`src/csp_pkg.sv`:
```
// Package for the color spec parser: character codes, parameter defaults,
// the result struct and the hex and component-reduction helpers.
// No dependencies; used by csp_step, csp_out_reg, color_spec_parser and the testbench.
`default_nettype none

package csp_pkg;

  localparam int MAX_HASH_DIGITS      = 12;
  localparam int MAX_COMPONENT_DIGITS = 4;

  localparam logic [7:0] CHAR_NUL   = 8'h00;
  localparam logic [7:0] CHAR_HASH  = 8'h23;
  localparam logic [7:0] CHAR_SLASH = 8'h2f;
  localparam logic [7:0] CHAR_COLON = 8'h3a;
  localparam logic [7:0] CHAR_R     = 8'h72;
  localparam logic [7:0] CHAR_G     = 8'h67;
  localparam logic [7:0] CHAR_B     = 8'h62;

  typedef struct packed {
    logic       ok;
    logic [7:0] red;
    logic [7:0] green;
    logic [7:0] blue;
  } csp_result_t;

  typedef struct packed {
    logic       is_hex;
    logic [3:0] nib;
  } csp_hex_t;

  // Decode one ASCII hex digit, either case.
  function automatic csp_hex_t hex_decode(input logic [7:0] ch);
    csp_hex_t h;
    h.is_hex = 1'b0;
    h.nib    = 4'h0;
    if (ch >= 8'h30 && ch <= 8'h39) begin
      h.is_hex = 1'b1;
      h.nib    = 4'(ch - 8'h30);
    end else if (ch >= 8'h61 && ch <= 8'h66) begin
      h.is_hex = 1'b1;
      h.nib    = 4'(ch - 8'h57);
    end else if (ch >= 8'h41 && ch <= 8'h46) begin
      h.is_hex = 1'b1;
      h.nib    = 4'(ch - 8'h37);
    end
    return h;
  endfunction

  // Reduce a component of n digits to 8 bits: one digit is replicated,
  // longer components keep their top byte.
  function automatic logic [7:0] reduce(input logic [15:0] val, input logic [2:0] n);
    logic [7:0] r;
    if (n <= 3'd1) begin
      r = {val[3:0], val[3:0]};
    end else if (n == 3'd2) begin
      r = val[7:0];
    end else if (n == 3'd3) begin
      r = val[11:4];
    end else begin
      r = val[15:8];
    end
    return r;
  endfunction

endpackage

`default_nettype wire

```
`src/csp_in_reg.sv`:
```
// Input register of the color spec parser: holds one request character.
// Depends on nothing; the parse stage tells it when the character is taken.
`default_nettype none

module csp_in_reg (
  input  wire logic       clk,
  input  wire logic       rst,
  input  wire logic       char_valid,
  output logic            char_stall,
  input  wire logic [7:0] character,
  input  wire logic       take,
  output logic            held_valid,
  output logic [7:0]      held_char
);

  // Stall only while a held character cannot move on.
  assign char_stall = held_valid && !take;

  always_ff @(posedge clk) begin
    if (rst) begin
      held_valid <= 1'b0;
    end else if (!char_stall) begin
      held_valid <= char_valid;
    end
    if (char_valid && !char_stall) begin
      held_char <= character;
    end
  end

endmodule

`default_nettype wire

```
`src/csp_step.sv`:
```
// Parse stage of the color spec parser: the per-character state update and
// the result decode on the terminating zero. Uses csp_pkg.
`default_nettype none

module csp_step #(
  parameter int MAX_HASH_DIGITS      = csp_pkg::MAX_HASH_DIGITS,
  parameter int MAX_COMPONENT_DIGITS = csp_pkg::MAX_COMPONENT_DIGITS
) (
  input  wire logic          clk,
  input  wire logic          rst,
  input  wire logic          held_valid,
  input  wire logic [7:0]    held_char,
  input  wire logic          out_free,
  output logic               take,
  output logic               res_load,
  output csp_pkg::csp_result_t res
);

  localparam int HW     = 4 * MAX_HASH_DIGITS;
  localparam int CW     = 4 * MAX_COMPONENT_DIGITS;
  localparam int DMAX   = (MAX_HASH_DIGITS > MAX_COMPONENT_DIGITS) ?
                          MAX_HASH_DIGITS : MAX_COMPONENT_DIGITS;
  localparam int DCW    = $clog2(DMAX + 1);

  typedef enum logic [2:0] {
    MODE_START,
    MODE_HASH,
    MODE_PREFIX,
    MODE_RGB,
    MODE_ERROR
  } mode_t;

  mode_t             mode, mode_next;
  logic [1:0]        prefix_pos, prefix_pos_next;
  logic [HW-1:0]     hash_nibbles, hash_nibbles_next;
  logic [DCW-1:0]    digit_count, digit_count_next;
  logic [1:0]        comp_index, comp_index_next;
  logic [CW-1:0]     comp_value, comp_value_next;
  logic [7:0]        held_red, held_red_next;
  logic [7:0]        held_green, held_green_next;

  csp_pkg::csp_hex_t hex;
  logic              is_nul;
  logic [7:0]        prefix_char;
  logic [47:0]       h48;
  logic [3:0]        dc4;
  logic [7:0]        comp_byte;

  assign is_nul    = (held_char == csp_pkg::CHAR_NUL);
  assign take      = held_valid && (!is_nul || out_free);
  assign res_load  = take && is_nul;
  assign hex       = csp_pkg::hex_decode(held_char);
  assign h48       = 48'(hash_nibbles);
  assign dc4       = 4'(digit_count);
  assign comp_byte = csp_pkg::reduce(16'(comp_value), 3'(digit_count));

  always_comb begin
    unique case (prefix_pos)
      2'd0:    prefix_char = csp_pkg::CHAR_R;
      2'd1:    prefix_char = csp_pkg::CHAR_G;
      2'd2:    prefix_char = csp_pkg::CHAR_B;
      default: prefix_char = csp_pkg::CHAR_COLON;
    endcase
  end

  // Result for the terminating zero, taken from the state before it.
  always_comb begin
    res = '0;
    if (mode == MODE_HASH) begin
      res.ok = 1'b1;
      unique case (dc4)
        4'd3: begin
          res.red   = {h48[11:8], h48[11:8]};
          res.green = {h48[7:4], h48[7:4]};
          res.blue  = {h48[3:0], h48[3:0]};
        end
        4'd6: begin
          res.red   = h48[23:16];
          res.green = h48[15:8];
          res.blue  = h48[7:0];
        end
        4'd9: begin
          res.red   = h48[35:28];
          res.green = h48[23:16];
          res.blue  = h48[11:4];
        end
        4'd12: begin
          res.red   = h48[47:40];
          res.green = h48[31:24];
          res.blue  = h48[15:8];
        end
        default: res = '0;
      endcase
    end else if (mode == MODE_RGB && comp_index == 2'd2 && digit_count != '0) begin
      res.ok    = 1'b1;
      res.red   = held_red;
      res.green = held_green;
      res.blue  = comp_byte;
    end
  end

  always_comb begin
    mode_next         = mode;
    prefix_pos_next   = prefix_pos;
    hash_nibbles_next = hash_nibbles;
    digit_count_next  = digit_count;
    comp_index_next   = comp_index;
    comp_value_next   = comp_value;
    held_red_next     = held_red;
    held_green_next   = held_green;
    if (is_nul) begin
      // Terminator: start a fresh spec.
      mode_next         = MODE_START;
      prefix_pos_next   = '0;
      hash_nibbles_next = '0;
      digit_count_next  = '0;
      comp_index_next   = '0;
      comp_value_next   = '0;
      held_red_next     = '0;
      held_green_next   = '0;
    end else begin
      unique case (mode)
        MODE_START: begin
          if (held_char == csp_pkg::CHAR_HASH) begin
            mode_next = MODE_HASH;
          end else if (held_char == csp_pkg::CHAR_R) begin
            mode_next       = MODE_PREFIX;
            prefix_pos_next = 2'd1;
          end else begin
            mode_next = MODE_ERROR;
          end
        end
        MODE_HASH: begin
          if (!hex.is_hex || digit_count >= DCW'(MAX_HASH_DIGITS)) begin
            mode_next = MODE_ERROR;
          end else begin
            hash_nibbles_next = HW'({hash_nibbles, hex.nib});
            digit_count_next  = digit_count + DCW'(1);
          end
        end
        MODE_PREFIX: begin
          if (held_char != prefix_char) begin
            mode_next = MODE_ERROR;
          end else if (prefix_pos == 2'd3) begin
            mode_next       = MODE_RGB;
            prefix_pos_next = '0;
          end else begin
            prefix_pos_next = prefix_pos + 2'd1;
          end
        end
        MODE_RGB: begin
          if (hex.is_hex) begin
            if (digit_count >= DCW'(MAX_COMPONENT_DIGITS)) begin
              mode_next = MODE_ERROR;
            end else begin
              comp_value_next  = CW'({comp_value, hex.nib});
              digit_count_next = digit_count + DCW'(1);
            end
          end else if (held_char == csp_pkg::CHAR_SLASH) begin
            if (digit_count == '0 || comp_index >= 2'd2) begin
              mode_next = MODE_ERROR;
            end else begin
              if (comp_index == 2'd0) begin
                held_red_next = comp_byte;
              end else begin
                held_green_next = comp_byte;
              end
              comp_index_next  = comp_index + 2'd1;
              digit_count_next = '0;
              comp_value_next  = '0;
            end
          end else begin
            mode_next = MODE_ERROR;
          end
        end
        default: mode_next = MODE_ERROR;
      endcase
    end
  end

  always_ff @(posedge clk) begin
    if (rst) begin
      mode         <= MODE_START;
      prefix_pos   <= '0;
      hash_nibbles <= '0;
      digit_count  <= '0;
      comp_index   <= '0;
      comp_value   <= '0;
      held_red     <= '0;
      held_green   <= '0;
    end else if (take) begin
      mode         <= mode_next;
      prefix_pos   <= prefix_pos_next;
      hash_nibbles <= hash_nibbles_next;
      digit_count  <= digit_count_next;
      comp_index   <= comp_index_next;
      comp_value   <= comp_value_next;
      held_red     <= held_red_next;
      held_green   <= held_green_next;
    end
  end

endmodule

`default_nettype wire

```
`src/csp_out_reg.sv`:
```
// Result register of the color spec parser: holds one result until taken.
// Uses csp_pkg for the result struct.
`default_nettype none

module csp_out_reg (
  input  wire logic                 clk,
  input  wire logic                 rst,
  input  wire logic                 res_load,
  input  wire csp_pkg::csp_result_t res,
  output logic                      out_free,
  output logic                      color_valid,
  input  wire logic                 color_stall,
  output logic                      valid_res,
  output logic [7:0]                red,
  output logic [7:0]                green,
  output logic [7:0]                blue
);

  csp_pkg::csp_result_t held;

  assign out_free  = !color_valid || !color_stall;
  assign valid_res = held.ok;
  assign red       = held.red;
  assign green     = held.green;
  assign blue      = held.blue;

  always_ff @(posedge clk) begin
    if (rst) begin
      color_valid <= 1'b0;
    end else if (res_load) begin
      color_valid <= 1'b1;
    end else if (!color_stall) begin
      color_valid <= 1'b0;
    end
    if (res_load) begin
      held <= res;
    end
  end

endmodule

`default_nettype wire

```
`src/color_spec_parser.sv`:
```
// Color spec parser: one character per cycle, one result per terminating zero.
// A zero is held in csp_in_reg; its result then loads into the result register.
// Throughput: one character per cycle; a zero waits for a free result register.
// Reset (rst, synchronous): parser returns to start of spec, both registers empty.
// Top level; instantiates csp_in_reg, csp_step and csp_out_reg, uses csp_pkg.
`default_nettype none

module color_spec_parser #(
  parameter int MAX_HASH_DIGITS      = csp_pkg::MAX_HASH_DIGITS,
  parameter int MAX_COMPONENT_DIGITS = csp_pkg::MAX_COMPONENT_DIGITS
) (
  input  wire logic       clk,
  input  wire logic       rst,
  input  wire logic       char_valid,
  output logic            char_stall,
  input  wire logic [7:0] character,
  output logic            color_valid,
  input  wire logic       color_stall,
  output logic            valid_res,
  output logic [7:0]      red,
  output logic [7:0]      green,
  output logic [7:0]      blue
);

  logic                 held_valid;
  logic [7:0]           held_char;
  logic                 take;
  logic                 res_load;
  logic                 out_free;
  csp_pkg::csp_result_t res;

  csp_in_reg u_in (
    .clk        (clk),
    .rst        (rst),
    .char_valid (char_valid),
    .char_stall (char_stall),
    .character  (character),
    .take       (take),
    .held_valid (held_valid),
    .held_char  (held_char)
  );

  csp_step #(
    .MAX_HASH_DIGITS      (MAX_HASH_DIGITS),
    .MAX_COMPONENT_DIGITS (MAX_COMPONENT_DIGITS)
  ) u_step (
    .clk        (clk),
    .rst        (rst),
    .held_valid (held_valid),
    .held_char  (held_char),
    .out_free   (out_free),
    .take       (take),
    .res_load   (res_load),
    .res        (res)
  );

  csp_out_reg u_out (
    .clk         (clk),
    .rst         (rst),
    .res_load    (res_load),
    .res         (res),
    .out_free    (out_free),
    .color_valid (color_valid),
    .color_stall (color_stall),
    .valid_res   (valid_res),
    .red         (red),
    .green       (green),
    .blue        (blue)
  );

endmodule

`default_nettype wire

```
`config.mk`:
```
export PLATFORM = sky130hd
export DESIGN_NAME = color_spec_parser
export DESIGN_NICKNAME = d
export VERILOG_FILES = /design/src/csp_pkg.sv /design/src/csp_in_reg.sv /design/src/csp_step.sv /design/src/csp_out_reg.sv /design/src/color_spec_parser.sv
export SDC_FILE = /design/constraint.sdc
export NUM_CORES = 1
export LEC_CHECK = 0
export BUFFER_PORTS_ARGS = -buffer_cell sky130_fd_sc_hd__buf_4
export CORE_MARGIN = 2
export CORE_UTILIZATION = 25
export CTS_CLUSTER_DIAMETER = 120
export DETAILED_ROUTE_END_ITERATION = 10
export PLACE_DENSITY = 0.39
export SLEW_MARGIN = 10
export SYNTH_ARGS = -nofsm -noshare
export SYNTH_HDL_FRONTEND = slang
export SYNTH_SLANG_ARGS = --single-unit
export TNS_END_PERCENT = 50
```
`constraint.sdc`:
```
create_clock -name clk -period 8.2 [get_ports clk]
set_clock_uncertainty 0.05 [all_clocks]
set_input_delay 1.64 -clock clk [delete_from_list [all_inputs] [get_ports clk]]
set_output_delay 1.64 -clock clk [all_outputs]
set_load 0.05 [all_outputs]
```
==> flow_summary.ini <==
[status]
status = finished clean

[sta]
worst_pin_slew_ns = 1.127
finalSetupViolCount = 0
hold_viol_final = 0
min_period_ns = 4.846
fmax_mhz = 206.3
rsz0062_at_grt = false
fin_crit_sh = 0.5910
holdWs_ns = 0.4127
relSlewSlack = 0.2457
slew_violations = 0
fin_ws_ns = 3.354
finalSetupTns_ns = 0

[synth]
synth_cell_type_count = 69
yosysSeqAreaShare = 0.4909
synthArstFlopShare = 0
synth.largest_area_cell = dfxtp_1
synth_edf_count = 33
yosys_warnings = 0
synth_fp_nets = 583
syn_avg_cell_area_um2 = 10.42
synth_top_area_frac = 0.3203
synth_most_common_cell = dfxtp_1
netlist_top_cells_count = dfxtp_1, a22o_1, nand2_1, nor2_1, edfxtp_1
syn_inst = 558
synth_seq_cells = 126
synth.top_cells.by_area = dfxtp_1, edfxtp_1, a22o_1
synthFlopType = dfxtp_1
synth.cell_area_um2 = 5812

[cts]
clkTransAtPathRegs_ns = 0.06
postCtsResizedCells = 0
clockBufferDepth = 2
clk_latency_ns = 0.42
post_cts_buffers = 0
htree_levels = 4
clock-root-buffer = clkbuf_16
hold_buffers = 0
cts_tree = built
numCtsBuffers = 17
cts.sinks = 126

[routing]
drt_first_pass_iters = 5
wl_mm = 16.33
drc = 0
via_count = 4639
wl_per_cell_um = 18.51
drt-vias-per-instance = 5.260
drt_iter0_drc = 310
ant_nets = 0

[run]
maxCapViolations = 0

[layout]
stdcell_count = 882
final_nets = 609
final_layout_size_suffix_gt1_frac = 0.1826
final_cell_area_um2 = 6893
diodes = 0
final_util = 0.3035
syn2layout_area_growth_pct = 18.60

[grt]
grt_pass1_vias = 4621
grt_pass1_wl_mm = 25.91
grt-ovfl-total = 0
antenna_found_initial = 0
grt_max_degree = 45
grt.total_usage = 0.1386

[power]
power_density_nw_per_um2 = 206.0
p_leak_nw = 2.576
p_total_mw = 1.420
ir_drop_mv = 0.1363

[setup_path]
cp-start-kind = flop
cp_data_required_time_ns = 6.51
path_class = reg -> out
cp.arrival_ns = 3.16
crit_path_end_kind = primary output
crit_fanout = 9

[floorplanning]
core_area_um2 = 22710
die_w_um = 156.5
rows = 55
io_pins = 39
die_h_um = 156.5
initial_core_util = 0.2559
dieArea_um2 = 24480

[place]
dp_slack_ns = 3.781
place.gp.congestion = 0.8505
dp_cells = 850
portBuffers = 38
place_area_um2 = 6320
dpl.hpwl_mm = 11.39

[min_path]
hold_class = reg -> reg
[routing by layer]
layer  up-vias  part of all wire  global-route usage
li1       2184                 -                   -
met1      2304              0.47              0.1820
met2       130              0.47              0.2249
met3        21             0.042             0.02769
met4         0             0.019             0.05242
met5         -                 0                   0
[state kept, by name, indices dropped and copies added (netlist names), 4 cells and up]
| register | count |
|---|---|
| u_in.held_char | 8 |
| u_step.held_green | 8 |
| u_step.held_red | 8 |
| u_step.comp_value | 16 |
| u_step.h48 | 48 |
| u_out.blue | 8 |
| u_step.dc4 | 4 |
| u_out.red | 8 |
| u_out.green | 8 |
[layout make-up]
class	count	area, um^2
fillers	2354	15820
clock buffers	21	493.0
inverters	11	41.29
multi-input cells	386	2754
flip-flops and latches	126	2853
well taps	285	356.6
clock inverters	11	80.08
repair buffers	42	315.3
[worst paths after layout]
kind / start / end / slack (ns) / cells after the start
max: u_in.held_char[0] / char_stall / 3.35 / 7
min: u_step.held_red[7] / u_step.held_red[7] / 0.41 / 2
max reg2reg: u_in.held_char[0] / u_step.comp_value[13] / 4.86 / 8
min reg2reg: u_step.held_red[7] / u_step.held_red[7] / 0.41 / 2
[cells in the final DEF (no fill, tap or decap), drive strengths merged, types with 18 or more instances in the layout]
| cell type | n |
|---|---|
| dfxtp | 93 |
| mux2 | 20 |
| nor2 | 41 |
| edfxtp | 33 |
| a22oi | 20 |
| nand2 | 58 |
| nand3 | 19 |
| a21oi | 18 |
| a22o | 78 |
| clkbuf | 21 |
| buf | 42 |
[power by group]
group          leakage (nW)  switching (mW)  internal, mW
sequential             1.06         0.00951         0.641
combinational          1.23          0.0265        0.0161
clock                 0.285           0.295         0.432
[critical path: stages, from the launching register on]
cell and delay [ns]:
edfxtp_1 0.51, inv_1 0.14, ha_1 0.27, or4b_2 0.63
nor2_1 0.60, nand2_1 0.15, nor2_1 0.20, buf_4 0.23
[logic make-up after synthesis]
family / count (synthesis) / synth area share
AOI/OAI and AO/OA: 174 / 0.2413
xor gates and xnor gates: 4 / 0.006029
adders and majority gates: 13 / 0.02799
buffers and inverters: 46 / 0.03832
DFF: 126 / 0.4909
muxes: 30 / 0.05856
and+or+nand+nor: 165 / 0.1369
Note: power is estimated with default switching activity, not from simulation.
